[src/hw/rtl/rsi_pkg.sv]
// Shared widths, operation codes and beat types for the relative strength index block.
package rsi_pkg;

  localparam int PRICE_W  = 32;
  localparam int CFG_W    = 10;
  localparam int SS_W     = CFG_W + 1;
  localparam int ACC_W    = 64;
  localparam int RSI_W    = 23;
  localparam int FRAC_W   = 16;
  localparam int CNT_W    = 7;
  localparam int DIV_STEPS = ACC_W;
  localparam int MUL_STEPS = CFG_W;

  localparam logic [CFG_W-1:0] PERIOD_RESET = 10'd14;
  localparam logic [CFG_W-1:0] RSI_SCALE    = 10'd100;
  localparam logic [RSI_W-1:0] RSI_FULL     = 23'd6553600;

  localparam int OPC_W = 2;
  localparam logic [OPC_W-1:0] OP_ADD = 2'd0;
  localparam logic [OPC_W-1:0] OP_MUL = 2'd1;
  localparam logic [OPC_W-1:0] OP_DIV = 2'd2;

  typedef struct packed {
    logic [PRICE_W-1:0] price;
    logic               restart;
  } rsi_in_t;

  typedef struct packed {
    logic [RSI_W-1:0] rsi_value;
    logic             rsi_valid;
  } rsi_out_t;

  typedef struct packed {
    logic             start;
    logic [OPC_W-1:0] op;
  } alu_req_t;

endpackage

[src/hw/rtl/rsi_muldiv.sv]
// Iterative add, shift-add multiply and restoring divide around one shared 66-bit adder.
module rsi_muldiv import rsi_pkg::*; (
  input  logic             clk,
  input  logic             rst_n,
  input  alu_req_t         req,
  input  logic [ACC_W-1:0] opa,
  input  logic [ACC_W-1:0] opb,
  output logic [ACC_W-1:0] result,
  output logic             done
);

  logic [OPC_W-1:0] op_r, op_nxt;
  logic [ACC_W-1:0] w_r, w_nxt;
  logic [ACC_W-1:0] q_r, q_nxt;
  logic [ACC_W-1:0] b_r, b_nxt;
  logic [CNT_W-1:0] cnt_r, cnt_nxt;
  logic             busy_r, busy_nxt;
  logic             done_r, done_nxt;

  logic [ACC_W:0]   x65, y65;
  logic             sub;
  logic [ACC_W+1:0] sum;

  // Division subtracts the divisor from the shifted remainder; the carry out
  // is set when the trial subtraction does not borrow.
  always_comb begin
    case (op_r)
      OP_DIV: begin
        x65 = {w_r, q_r[ACC_W-1]};
        y65 = {1'b0, b_r};
        sub = 1'b1;
      end
      default: begin
        x65 = {1'b0, w_r};
        y65 = {1'b0, q_r};
        sub = 1'b0;
      end
    endcase
    sum = {1'b0, x65} + {1'b0, (sub ? ~y65 : y65)} + {{(ACC_W+1){1'b0}}, sub};
  end

  always_comb begin
    op_nxt   = op_r;
    w_nxt    = w_r;
    q_nxt    = q_r;
    b_nxt    = b_r;
    cnt_nxt  = cnt_r;
    busy_nxt = busy_r;
    done_nxt = 1'b0;
    if (req.start && !busy_r) begin
      op_nxt   = req.op;
      busy_nxt = 1'b1;
      case (req.op)
        OP_ADD: begin
          w_nxt   = opa;
          q_nxt   = opb;
          cnt_nxt = CNT_W'(1);
        end
        OP_MUL: begin
          w_nxt   = '0;
          q_nxt   = opa;
          b_nxt   = opb;
          cnt_nxt = CNT_W'(MUL_STEPS);
        end
        OP_DIV: begin
          w_nxt   = '0;
          q_nxt   = opa;
          b_nxt   = opb;
          cnt_nxt = CNT_W'(DIV_STEPS);
        end
        default: begin
          busy_nxt = 1'b0;
        end
      endcase
    end else if (busy_r) begin
      case (op_r)
        OP_ADD: begin
          w_nxt = sum[ACC_W-1:0];
        end
        OP_MUL: begin
          if (b_r[0]) begin
            w_nxt = sum[ACC_W-1:0];
          end
          q_nxt = {q_r[ACC_W-2:0], 1'b0};
          b_nxt = {1'b0, b_r[ACC_W-1:1]};
        end
        OP_DIV: begin
          if (sum[ACC_W+1]) begin
            w_nxt = sum[ACC_W-1:0];
            q_nxt = {q_r[ACC_W-2:0], 1'b1};
          end else begin
            w_nxt = x65[ACC_W-1:0];
            q_nxt = {q_r[ACC_W-2:0], 1'b0};
          end
        end
        default: begin
          w_nxt = w_r;
        end
      endcase
      cnt_nxt = cnt_r - CNT_W'(1);
      if (cnt_r == CNT_W'(1)) begin
        busy_nxt = 1'b0;
        done_nxt = 1'b1;
      end
    end
  end

  always_ff @(posedge clk) begin
    if (!rst_n) begin
      busy_r <= 1'b0;
      done_r <= 1'b0;
      op_r   <= OP_ADD;
      cnt_r  <= '0;
    end else begin
      busy_r <= busy_nxt;
      done_r <= done_nxt;
      op_r   <= op_nxt;
      cnt_r  <= cnt_nxt;
    end
  end

  always_ff @(posedge clk) begin
    w_r <= w_nxt;
    q_r <= q_nxt;
    b_r <= b_nxt;
  end

  assign result = (op_r == OP_DIV) ? q_r : w_r;
  assign done   = done_r;

  a_no_start_busy: assert property (@(posedge clk) disable iff (!rst_n)
    req.start |-> !busy_r) else $error("operation started while unit busy");

  a_done_ends_busy: assert property (@(posedge clk) disable iff (!rst_n)
    done_r |-> !busy_r) else $error("done raised while unit still busy");

  a_done_single: assert property (@(posedge clk) disable iff (!rst_n)
    done_r |=> !done_r) else $error("done held for more than one cycle");

endmodule

[src/hw/rtl/relative_strength_index.sv]
// Wilder relative strength index: sequencer, series state and output register.
// Per beat: a restart only loads the output, an accumulate beat issues two adds, and seed
// and smoothing beats add 64-bit divides and multiplies, all on the shared unit.
// Throughput: one beat at a time; in_stall is high from acceptance until the result
// is loaded into the output register, which can still hold the prior result meanwhile.
// Reset (synchronous, rst_n low) empties the output, sets the period to 14 and makes
// the next beat start a new series.
module relative_strength_index import rsi_pkg::*; (
  input  logic             clk,
  input  logic             rst_n,
  input  logic             in_valid,
  output logic             in_stall,
  input  rsi_in_t          in_data,
  output logic             out_valid,
  input  logic             out_stall,
  output rsi_out_t         out_data,
  input  logic             cfg_we,
  input  logic [CFG_W-1:0] cfg_wdata
);

  // Sequencer states. Each arithmetic state issues one operation to the shared
  // unit and waits for its done pulse.
  localparam logic [3:0] S_IDLE  = 4'd0;
  localparam logic [3:0] S_G_MUL = 4'd1;
  localparam logic [3:0] S_G_ADD = 4'd2;
  localparam logic [3:0] S_G_DIV = 4'd3;
  localparam logic [3:0] S_L_MUL = 4'd4;
  localparam logic [3:0] S_L_ADD = 4'd5;
  localparam logic [3:0] S_L_DIV = 4'd6;
  localparam logic [3:0] S_R_MUL = 4'd7;
  localparam logic [3:0] S_R_SUM = 4'd8;
  localparam logic [3:0] S_R_DIV = 4'd9;
  localparam logic [3:0] S_OUT   = 4'd10;

  // Phase of the series for the beat in flight.
  localparam logic [1:0] MODE_ACC    = 2'd0;
  localparam logic [1:0] MODE_SEED   = 2'd1;
  localparam logic [1:0] MODE_SMOOTH = 2'd2;

  logic [3:0]         state_r, state_nxt;
  logic               pend_r, pend_nxt;
  logic [1:0]         mode_r, mode_nxt;
  logic [CFG_W-1:0]   period_r, period_nxt;
  logic [PRICE_W-1:0] last_r, last_nxt;
  logic [SS_W-1:0]    ss_r, ss_nxt;
  logic [ACC_W-1:0]   g_r, g_nxt;
  logic [ACC_W-1:0]   l_r, l_nxt;
  logic [PRICE_W-1:0] x_r, x_nxt;
  logic [PRICE_W-1:0] y_r, y_nxt;
  logic [ACC_W-1:0]   t_r, t_nxt;
  logic [ACC_W-1:0]   d_r, d_nxt;
  rsi_out_t           res_r, res_nxt;
  logic               out_valid_r, out_valid_nxt;
  rsi_out_t           out_data_r, out_data_nxt;

  logic [CFG_W-1:0]   p;
  logic [CFG_W-1:0]   p_m1;
  logic [SS_W-1:0]    p_ext;
  logic [PRICE_W-1:0] up_diff, dn_diff;

  alu_req_t           alu_req;
  logic [ACC_W-1:0]   alu_a, alu_b, alu_res;
  logic               alu_done;

  // A period of zero behaves as one.
  assign p       = (period_r == '0) ? CFG_W'(1) : period_r;
  assign p_m1    = p - CFG_W'(1);
  assign p_ext   = SS_W'(p);
  assign up_diff = in_data.price - last_r;
  assign dn_diff = last_r - in_data.price;

  // Operand routing to the shared unit. The RSI numerator is 100 * g shifted
  // into Q7.16, wrapping at 64 bits like the arithmetic it mirrors.
  always_comb begin
    alu_req.start = pend_r;
    alu_req.op    = OP_ADD;
    alu_a         = '0;
    alu_b         = '0;
    case (state_r)
      S_G_MUL: begin
        alu_req.op = OP_MUL;
        alu_a      = g_r;
        alu_b      = ACC_W'(p_m1);
      end
      S_G_ADD: begin
        alu_req.op = OP_ADD;
        alu_a      = g_r;
        alu_b      = ACC_W'(x_r);
      end
      S_G_DIV: begin
        alu_req.op = OP_DIV;
        alu_a      = g_r;
        alu_b      = ACC_W'(p);
      end
      S_L_MUL: begin
        alu_req.op = OP_MUL;
        alu_a      = l_r;
        alu_b      = ACC_W'(p_m1);
      end
      S_L_ADD: begin
        alu_req.op = OP_ADD;
        alu_a      = l_r;
        alu_b      = ACC_W'(y_r);
      end
      S_L_DIV: begin
        alu_req.op = OP_DIV;
        alu_a      = l_r;
        alu_b      = ACC_W'(p);
      end
      S_R_MUL: begin
        alu_req.op = OP_MUL;
        alu_a      = g_r;
        alu_b      = ACC_W'(RSI_SCALE);
      end
      S_R_SUM: begin
        alu_req.op = OP_ADD;
        alu_a      = g_r;
        alu_b      = l_r;
      end
      S_R_DIV: begin
        alu_req.op = OP_DIV;
        alu_a      = {t_r[ACC_W-FRAC_W-1:0], {FRAC_W{1'b0}}};
        alu_b      = d_r;
      end
      default: begin
        alu_req.start = 1'b0;
      end
    endcase
  end

  rsi_muldiv u_muldiv (
    .clk    (clk),
    .rst_n  (rst_n),
    .req    (alu_req),
    .opa    (alu_a),
    .opb    (alu_b),
    .result (alu_res),
    .done   (alu_done)
  );

  always_comb begin
    state_nxt     = state_r;
    pend_nxt      = 1'b0;
    mode_nxt      = mode_r;
    period_nxt    = cfg_we ? cfg_wdata : period_r;
    last_nxt      = last_r;
    ss_nxt        = ss_r;
    g_nxt         = g_r;
    l_nxt         = l_r;
    x_nxt         = x_r;
    y_nxt         = y_r;
    t_nxt         = t_r;
    d_nxt         = d_r;
    res_nxt       = res_r;
    out_valid_nxt = out_valid_r & out_stall;
    out_data_nxt  = out_data_r;

    case (state_r)
      S_IDLE: begin
        if (in_valid) begin
          last_nxt = in_data.price;
          if (in_data.price > last_r) begin
            x_nxt = up_diff;
            y_nxt = '0;
          end else begin
            x_nxt = '0;
            y_nxt = dn_diff;
          end
          if (in_data.restart || ss_r == '0) begin
            // New series: this price only becomes the reference.
            ss_nxt    = SS_W'(1);
            g_nxt     = '0;
            l_nxt     = '0;
            res_nxt   = '0;
            state_nxt = S_OUT;
          end else if (ss_r < p_ext) begin
            mode_nxt  = MODE_ACC;
            ss_nxt    = ss_r + SS_W'(1);
            state_nxt = S_G_ADD;
            pend_nxt  = 1'b1;
          end else if (ss_r == p_ext) begin
            mode_nxt  = MODE_SEED;
            ss_nxt    = p_ext + SS_W'(1);
            state_nxt = S_G_ADD;
            pend_nxt  = 1'b1;
          end else begin
            mode_nxt  = MODE_SMOOTH;
            ss_nxt    = p_ext + SS_W'(1);
            state_nxt = S_G_MUL;
            pend_nxt  = 1'b1;
          end
        end
      end
      S_G_MUL: begin
        if (alu_done) begin
          g_nxt     = alu_res;
          state_nxt = S_G_ADD;
          pend_nxt  = 1'b1;
        end
      end
      S_G_ADD: begin
        if (alu_done) begin
          g_nxt     = alu_res;
          state_nxt = (mode_r == MODE_ACC) ? S_L_ADD : S_G_DIV;
          pend_nxt  = 1'b1;
        end
      end
      S_G_DIV: begin
        if (alu_done) begin
          g_nxt     = alu_res;
          state_nxt = (mode_r == MODE_SMOOTH) ? S_L_MUL : S_L_ADD;
          pend_nxt  = 1'b1;
        end
      end
      S_L_MUL: begin
        if (alu_done) begin
          l_nxt     = alu_res;
          state_nxt = S_L_ADD;
          pend_nxt  = 1'b1;
        end
      end
      S_L_ADD: begin
        if (alu_done) begin
          l_nxt = alu_res;
          if (mode_r == MODE_ACC) begin
            res_nxt   = '0;
            state_nxt = S_OUT;
          end else begin
            state_nxt = S_L_DIV;
            pend_nxt  = 1'b1;
          end
        end
      end
      S_L_DIV: begin
        if (alu_done) begin
          l_nxt = alu_res;
          if (alu_res == '0) begin
            // No losses at all: the index pins at full scale.
            res_nxt.rsi_value = RSI_FULL;
            res_nxt.rsi_valid = 1'b1;
            state_nxt         = S_OUT;
          end else begin
            state_nxt = S_R_MUL;
            pend_nxt  = 1'b1;
          end
        end
      end
      S_R_MUL: begin
        if (alu_done) begin
          t_nxt     = alu_res;
          state_nxt = S_R_SUM;
          pend_nxt  = 1'b1;
        end
      end
      S_R_SUM: begin
        if (alu_done) begin
          d_nxt     = alu_res;
          state_nxt = S_R_DIV;
          pend_nxt  = 1'b1;
        end
      end
      S_R_DIV: begin
        if (alu_done) begin
          res_nxt.rsi_value = alu_res[RSI_W-1:0];
          res_nxt.rsi_valid = 1'b1;
          state_nxt         = S_OUT;
        end
      end
      S_OUT: begin
        // Load the output register once it is empty or being drained.
        if (!out_valid_r || !out_stall) begin
          out_data_nxt  = res_r;
          out_valid_nxt = 1'b1;
          state_nxt     = S_IDLE;
        end
      end
      default: begin
        state_nxt = S_IDLE;
      end
    endcase
  end

  always_ff @(posedge clk) begin
    if (!rst_n) begin
      state_r     <= S_IDLE;
      pend_r      <= 1'b0;
      mode_r      <= MODE_ACC;
      period_r    <= PERIOD_RESET;
      ss_r        <= '0;
      out_valid_r <= 1'b0;
    end else begin
      state_r     <= state_nxt;
      pend_r      <= pend_nxt;
      mode_r      <= mode_nxt;
      period_r    <= period_nxt;
      ss_r        <= ss_nxt;
      out_valid_r <= out_valid_nxt;
    end
  end

  always_ff @(posedge clk) begin
    last_r     <= last_nxt;
    g_r        <= g_nxt;
    l_r        <= l_nxt;
    x_r        <= x_nxt;
    y_r        <= y_nxt;
    t_r        <= t_nxt;
    d_r        <= d_nxt;
    res_r      <= res_nxt;
    out_data_r <= out_data_nxt;
  end

  assign in_stall  = (state_r != S_IDLE);
  assign out_valid = out_valid_r;
  assign out_data  = out_data_r;

  a_done_in_op_state: assert property (@(posedge clk) disable iff (!rst_n)
    alu_done |-> (state_r != S_IDLE && state_r != S_OUT))
    else $error("shared unit finished outside an arithmetic state");

  a_valid_count: assert property (@(posedge clk) disable iff (!rst_n)
    (state_r == S_OUT && res_r.rsi_valid) |-> (ss_r == p_ext + SS_W'(1)))
    else $error("valid index with sample count short of the period");

  a_invalid_zero: assert property (@(posedge clk) disable iff (!rst_n)
    (out_valid_r && !out_data_r.rsi_valid) |-> (out_data_r.rsi_value == '0))
    else $error("invalid beat carries a nonzero index");

  a_issue_once: assert property (@(posedge clk) disable iff (!rst_n)
    pend_r |=> !pend_r) else $error("operation issued on consecutive cycles");

endmodule

[config.mk]
export PLATFORM = sky130hd
export DESIGN_NAME = relative_strength_index
export DESIGN_NICKNAME = d
export VERILOG_FILES = /design/src/hw/rtl/rsi_pkg.sv /design/src/hw/rtl/rsi_muldiv.sv /design/src/hw/rtl/relative_strength_index.sv
export SDC_FILE = /design/constraint.sdc
export NUM_CORES = 1
export LEC_CHECK = 0
export CORE_MARGIN = 4
export CORE_UTILIZATION = 30
export CTS_CLUSTER_SIZE = 30
export DETAILED_ROUTE_END_ITERATION = 16
export DONT_BUFFER_PORTS = 1
export GPL_TIMING_DRIVEN = 0
export PLACE_DENSITY = 0.48
export REMOVE_ABC_BUFFERS = 1
export SLEW_MARGIN = 20
export SYNTH_ARGS = -nofsm -noshare
export SYNTH_HDL_FRONTEND = slang
export SYNTH_HIERARCHICAL = 1
export SYNTH_SLANG_ARGS = --single-unit
export TNS_END_PERCENT = 100
[constraint.sdc]
create_clock -name clk -period 17.09 [get_ports clk]
set_input_delay 1.709 -clock clk [delete_from_list [all_inputs] [get_ports clk]]
set_output_delay 1.709 -clock clk [all_outputs]
set_load 0.01 [all_outputs]
==> impl_metrics.tcl, run 1 <==
set metrics [dict create \
    cp_slowest_cell "a31oi_4" \
    fmax_mhz 167 \
    tightest_slew_ns 1.06 \
    core_um2 122000 \
    nets 3806 \
    drt_iter0_markers 2423 \
    synth_simple_gate_area_share 0.154 \
    layout_common_cells "edfxtp_1 (576), nand2_1 (516), a21oi_1 (296)" \
    synth_top_family_by_area "compound AO/OA/AOI/OAI gates" \
    clock_sinks 616 \
    cp.arrival_ns 6.33 \
    grt_overflow 0 \
    p_comb_frac 0.342 \
    critical_path_class "register to register" \
    grt_max_degree 75 \
    path_depth 16 \
    hpwlAfterDp_mm 85.7 \
    rsz0062_at_grt "no" \
    yosysSeqAreaShare 0.488 \
    tns_ns 0 \
    netlist_area_um2 37100 \
    crit_fanout 47 \
    synth_area_per_cell_um2 10.0 \
    p_leak_nw 15.4 \
    grt_pass1_wl_mm 178 \
    cp_top_family "simple AND/OR/NAND/NOR gates" \
    ctsResizeCount 0 \
    synth_fa_ha_area_frac 0.0521 \
    post_drt_wl_per_cell_um 22.0 \
    finalMaxSlewViolations 0 \
    hp-class "register to register" \
    rows 128 \
    synth_edf_count 576 \
    switching_share 0.359 \
    worstPathRequired_ns 17.43 \
    vdd_drop_max_mv 0.102 \
    synth-main-ff-cell "edfxtp_1" \
    ant_nets 0 \
    internal-power_mw 3.51 \
    maxCapViolations 0 \
    clk_pin_slew_ns 0.06 \
    layout-drive-gt1-share 0.0983 \
    synth_compound_area_frac 0.177 \
    timing.rr.end "u_muldiv/w_r[61]" \
    endpoint "u_muldiv/w_r[61]" \
    finalSetupViolations 0 \
    rr_worst_depth 16 \
    ys_warn_count 6 \
    port_buffers 0 \
    routed_wl_mm 116 \
    clockBufferDepth 3 \
    fin_skew_ns 0.0326 \
    cp.buffers_inverters 4 \
    slew_headroom 0.291 \
    numCtsBuffers 72 \
    synth_mux_area_frac 0.0595 \
    cts_tree "yes" \
    firstDrtPassIters 9 \
    place_worst_setup_slack_ns 11.10 \
    seqPwrFrac 0.382 \
    grt_antenna_before_repair 3 \
    cp-end-kind "register" \
    period_share 0.350 \
    final_common_cell "edfxtp_1" \
    fin_crit_ns 5.99 \
    die_x_um 360 \
    p_clk_frac 0.276 \
    startpoint_type "register" \
    htree_levels 3 \
    setup_ws_ns 11.10 \
    synth_async_sr_flop_share 0 \
    ys_ff_latch 616 \
    outcome "completed" \
    initial_utilization 0.303 \
    postCtsHoldBufs 0 \
    track_usage 0.175 \
    die_h_um 360 \
    cts.root.buffer_cell "clkbuf_16" \
    drc 0 \
    syn_inst 3697 \
    viasPerCell 5.32 \
    vias 28100 \
    die_area_um2 129000 \
    final_core_utilization 0.344 \
    switching_power_mw 1.96 \
    area_growth_pct 13.4 \
    startpoint "u_muldiv/op_r[0]" \
    grt_pass1_vias 28000 \
    p_per_area_nw_per_um2 130 \
    gp_congestion 0.849 \
    io_pins 74 \
    timing.reg2reg.setup_slack_ns 11.10 \
    crit_chain "inv_1 > ha_4 > buf_12 > mux2_2 > ha_1 > nand4_1 > or3_1 > or2_2 > a311oi_2 > o21bai_2 > a31oi_4 > nor2_4 > buf_16 > buf_16 > nor2_1 > a211oi_1" \
    ys_types 99 \
    cpMostUsedCell "buf_16" \
    max_stage_delay_ns 0.65 \
    hold_viol_final 0 \
    synth_xor_area_frac 0.0260 \
    clock_latency_ns 0.64 \
    postCtsSetupBuffers 0 \
    reg2reg_from "u_muldiv/op_r[0]" \
]
-- flip-flops by register name, summed over array words and instances (netlist names), 4 cells and up --
name            count
y_r                32
x_r                32
u_muldiv/b_r       64
period_r           10
u_muldiv/cnt_r      7
u_muldiv/w_r       64
res_r              24
state_r             4
out_data           24
g_r                64
ss_r               11
d_r                64
l_r                64
last_r             32
t_r                48
u_muldiv/q_r       64
-- cell usage after synthesis (all sizes together) (36+ instances only) --
library cell | instances | area, um^2
a21o | 55 | 420
a21oi | 300 | 1510
a222oi | 51 | 510
a22o | 54 | 473
a22oi | 55 | 413
a31oi | 70 | 453
and2 | 162 | 1010
buf | 79 | 400
clkbuf | 155 | 582
dfxtp | 40 | 801
edfxtp | 576 | 17300
ha | 148 | 1850
inv | 161 | 604
mux2 | 123 | 1390
mux2i | 82 | 821
nand2 | 517 | 1940
nand3 | 51 | 260
nand4 | 36 | 240
nor2 | 228 | 858
nor3 | 74 | 422
nor4 | 39 | 256
o21ai | 204 | 1020
xnor2 | 80 | 701
-- worst min path at each step --
stage	from	end	cells after the start
global route	res_r[4]	out_data[4]	0
floorplan	res_r[0]	out_data[0]	0
CTS	res_r[4]	out_data[4]	0
global placement	res_r[14]	out_data[14]	0
finish	res_r[13]	out_data[13]	0
detailed placement	res_r[13]	out_data[13]	0
-- logic make-up (layout without fill, tap and decap cells) --
group	after synthesis	count (layout)
xor gates and xnor gates	110	110
DFF	616	616
muxes	205	205
and+or+nand+nor	1214	1214
AOI/OAI and AO/OA	1001	1001
buffers and inverters	398	363
adders and majority gates	153	153
other	0	1
-- power groups by stage --
stage / clock, mW / combinational [mW] / sequential [mW]
after floorplan: 0 / 1.18 / 2.07
after global placement: 0 / 1.77 / 2.14
after detailed placement: 0 / 1.87 / 2.12
after CTS: 1.55 / 1.88 / 2.09
after global routing: 1.61 / 2.04 / 2.11
final: 1.51 / 1.87 / 2.09
-- per-layer routing --
metal | track usage | up-vias | share of wire
li1 | - | 13500 | -
met1 | 0.241 | 13800 | 0.46
met2 | 0.288 | 726 | 0.47
met3 | 0.0221 | 155 | 0.046
met4 | 0.0519 | 2 | 0.028
met5 | 0 | - | 0.00011
-- metrics by stage --
| stage | instance area (um^2) | hold WS [ns] | instances | power [mW] |
|---|---|---|---|---|
| after floorplan | 36100 | 0.400 | 3463 | 3.26 |
| after global placement | 38100 | 0.404 | 5088 | 3.91 |
| after detailed placement | 39800 | 0.405 | 5158 | 3.99 |
| after CTS | 42000 | 0.419 | 5287 | 5.52 |
| after global routing | 42000 | 0.423 | 5287 | 5.76 |
| final | 42000 | 0.419 | 5288 | 5.47 |
-- worst register-to-register path, stage by stage (launching register included) --
cell      delay [ns]
dfxtp_1         0.33
inv_1           0.18
ha_4            0.64
buf_12          0.29
mux2_2          0.39
ha_1            0.41
nand4_1         0.20
or3_1           0.40
or2_2           0.31
a311oi_2        0.36
o21bai_2        0.22
a31oi_4         0.65
nor2_4          0.17
buf_16          0.21
buf_16          0.18
nor2_1          0.58
a211oi_1        0.18
-- area by class of cell --
type | instances | area [um^2]
antenna | 1 | 2.50
clock buffer | 95 | 1940
clock inverter | 34 | 308
fill | 12300 | 80200
inverter | 164 | 623
multi-input combinational | 2683 | 17600
sequential | 616 | 18100
tap | 1625 | 2030
timing repair buffer | 70 | 1450
Note: power is estimated with default switching activity, not from simulation.
==> run 2: changes to the inputs <==
Clock period 17.09 ns to 5.8 ns, I/O delays scaled along.
==> run 2 against run 1 <==
Global-route usage barely moved. Sequential share of layout area fell by 0.097 points. Die area did not move. Sequential cell count did not move. Final cell count rose by 0.19%. Routed wire length rose by 0.27%. Setup slack got worse by 11 ns. Cell area rose by 0.23%. Critical path type unchanged. Largest cell class unchanged. Highest routed layer is now met4.
==> impl_metrics.tcl, run 2 (synthesis results as in run 1) <==
set metrics [dict create \
    grtUsageMet3 0.0217 \
    worstHoldStart "in_data[15]" \
    htree_levels 3 \
    hold_viol_final 0 \
    vdd_drop_max_mv 0.301 \
    fill_cells 12300 \
    clock_latency_ns 0.64 \
    final_common_cell "edfxtp_1" \
    cp-end-kind "register" \
    cts.root.buffer_cell "clkbuf_16" \
    outcome "completed" \
    drc 0 \
    firstDrtPassIters 6 \
    post_drt_wl_per_cell_um 22.0 \
    area_growth_pct 13.7 \
    layout-drive-gt1-share 0.0997 \
    nets 3815 \
    io_pins 74 \
    initial_utilization 0.303 \
    die_area_um2 129000 \
    use_met2 0.288 \
    timing.reg2reg.setup_slack_ns 0.41 \
    fin_skew_ns 0.0341 \
    rsz0062_at_grt "no" \
    startpoint_type "register" \
    viasPerCell 5.32 \
    clk_pin_slew_ns 0.06 \
    finalSetupViolations 0 \
    holdPathEnd "last_r[14]" \
    p_leak_nw 15.5 \
    hp-class "input pin to register" \
    port_buffers 0 \
    drt_iter0_markers 2374 \
    die_h_um 360 \
    fin_hold_ws_ns 0.0415 \
    track_usage 0.175 \
    grt_pass1_vias 28000 \
    slew_headroom 0.271 \
    vias 28200 \
    die_x_um 360 \
    tns_ns 0 \
    maxCapViolations 0 \
    final_core_utilization 0.345 \
    layout_common_cells "edfxtp_1 (576), nand2_1 (516), a21oi_1 (296)" \
    crit_fanout 24 \
    core_um2 122000 \
    reg2reg_from "state_r[0]" \
    clockBufferDepth 3 \
    grt_pass1_wl_mm 178 \
    critical_path_class "register to register" \
    timing.rr.end "u_muldiv/w_r[35]" \
    rr_worst_depth 13 \
    worstPathRequired_ns 6.17 \
    cp.arrival_ns 5.76 \
    tightest_slew_ns 1.08 \
    p_per_area_nw_per_um2 383 \
    grt_antenna_before_repair 3 \
    hold_depth 0 \
    met1_usage 0.241 \
    finalMaxSlewViolations 0 \
    numCtsBuffers 72 \
    clock_sinks 616 \
    rows 128 \
    fin_crit_ns 5.39 \
    hpwlAfterDp_mm 85.7 \
    grt_max_degree 75 \
    cts_tree "yes" \
    busiest_layer "met2" \
    startpoint "state_r[0]" \
    ant_nets 0 \
    period_share 0.929 \
    routed_wl_mm 117 \
    fmax_mhz 186 \
    gp_congestion 0.849 \
    grt_overflow 0 \
]
==> run 2: cell types whose count changed in the layout (fill, tap and decap cells not counted) <==
cell / before / now
buf_12: 18 / 19
buf_4: 11 / 15
diode_2: 1 / 2
dlygate4sd3_1: 0 / 4
nor2_1: 224 / 223
nor2_2: 0 / 1
==> run 2: worst max-delay path by stage <==
stage	slack, ns	to	depth (start not counted)
after global placement	-22.99	u_muldiv/w_r[25]	6
final	0.41	u_muldiv/w_r[35]	13
after detailed placement	-0.19	u_muldiv/w_r[61]	16
after floorplan	-9.17	u_muldiv/w_r[0]	6
after CTS	0.02	u_muldiv/w_r[61]	16
after global routing	0.12	u_muldiv/w_r[35]	13
==> run 2: final cells by class <==
class	instances	area (um^2)	share of cell area
Multi-Input combinational cell	2683	17600	0.418
Clock buffer	95	1940	0.0460
Sequential cell	616	18100	0.430
Inverter	164	623	0.0148
Clock inverter	34	308	0.00730
Timing Repair Buffer	79	1540	0.0365
Antenna cell	2	5.00	0.000119
Tap cell	1625	2030	0.0483
==> run 2: repair_timing <==
action / 4_1_cts / 5_1_grt
pin swaps: 0 / 1
hold endpoints to repair: 4 / 0
setup buffers: 1 / 4
gates resized for setup: 0 / 1
hold buffers: 4 / 0
setup endpoints to repair: 5 / 8
==> run 2: routing by layer <==
layer  routed length, um  vias to the layer above
met5                   0                        -
met3                5190                      150
li1                    -                    13500
met4                3360                        0
met1               53800                    13800
met2               54400                      686
==> run 2: through the flow <==
step | power, mW | worst slack (ns) | cells | instance area, um^2
2_1_floorplan | 9.59 | -9.17 | 3463 | 36100
4_1_cts | 16.3 | 0.0195 | 5292 | 42100
5_1_grt | 17.0 | 0.121 | 5296 | 42100
3_5_place_dp | 11.8 | -0.188 | 5158 | 39800
3_3_place_gp | 11.5 | -22.99 | 5088 | 38100
6_report | 16.1 | 0.412 | 5298 | 42100
==> run 2: power breakdown <==
part | switching [mW] | total, mW | internal (mW)
logic | 3.52 | 5.52 | 2.01
registers | 0.373 | 6.16 | 5.79
clock network | 1.91 | 4.45 | 2.54
==> run 2: critical path: stages (launching register included) <==
cell      delay [ns]
dfxtp_1         0.99
clkinv_1        0.63
nor3_1          0.31
a21oi_1         0.06
nor2_1          0.44
inv_1           0.18
ha_4            0.42
nor2_1          0.37
nor2b_1         0.08
nor2_1          0.70
o22ai_4         0.32
buf_16          0.25
buf_16          0.16
buf_16          0.17
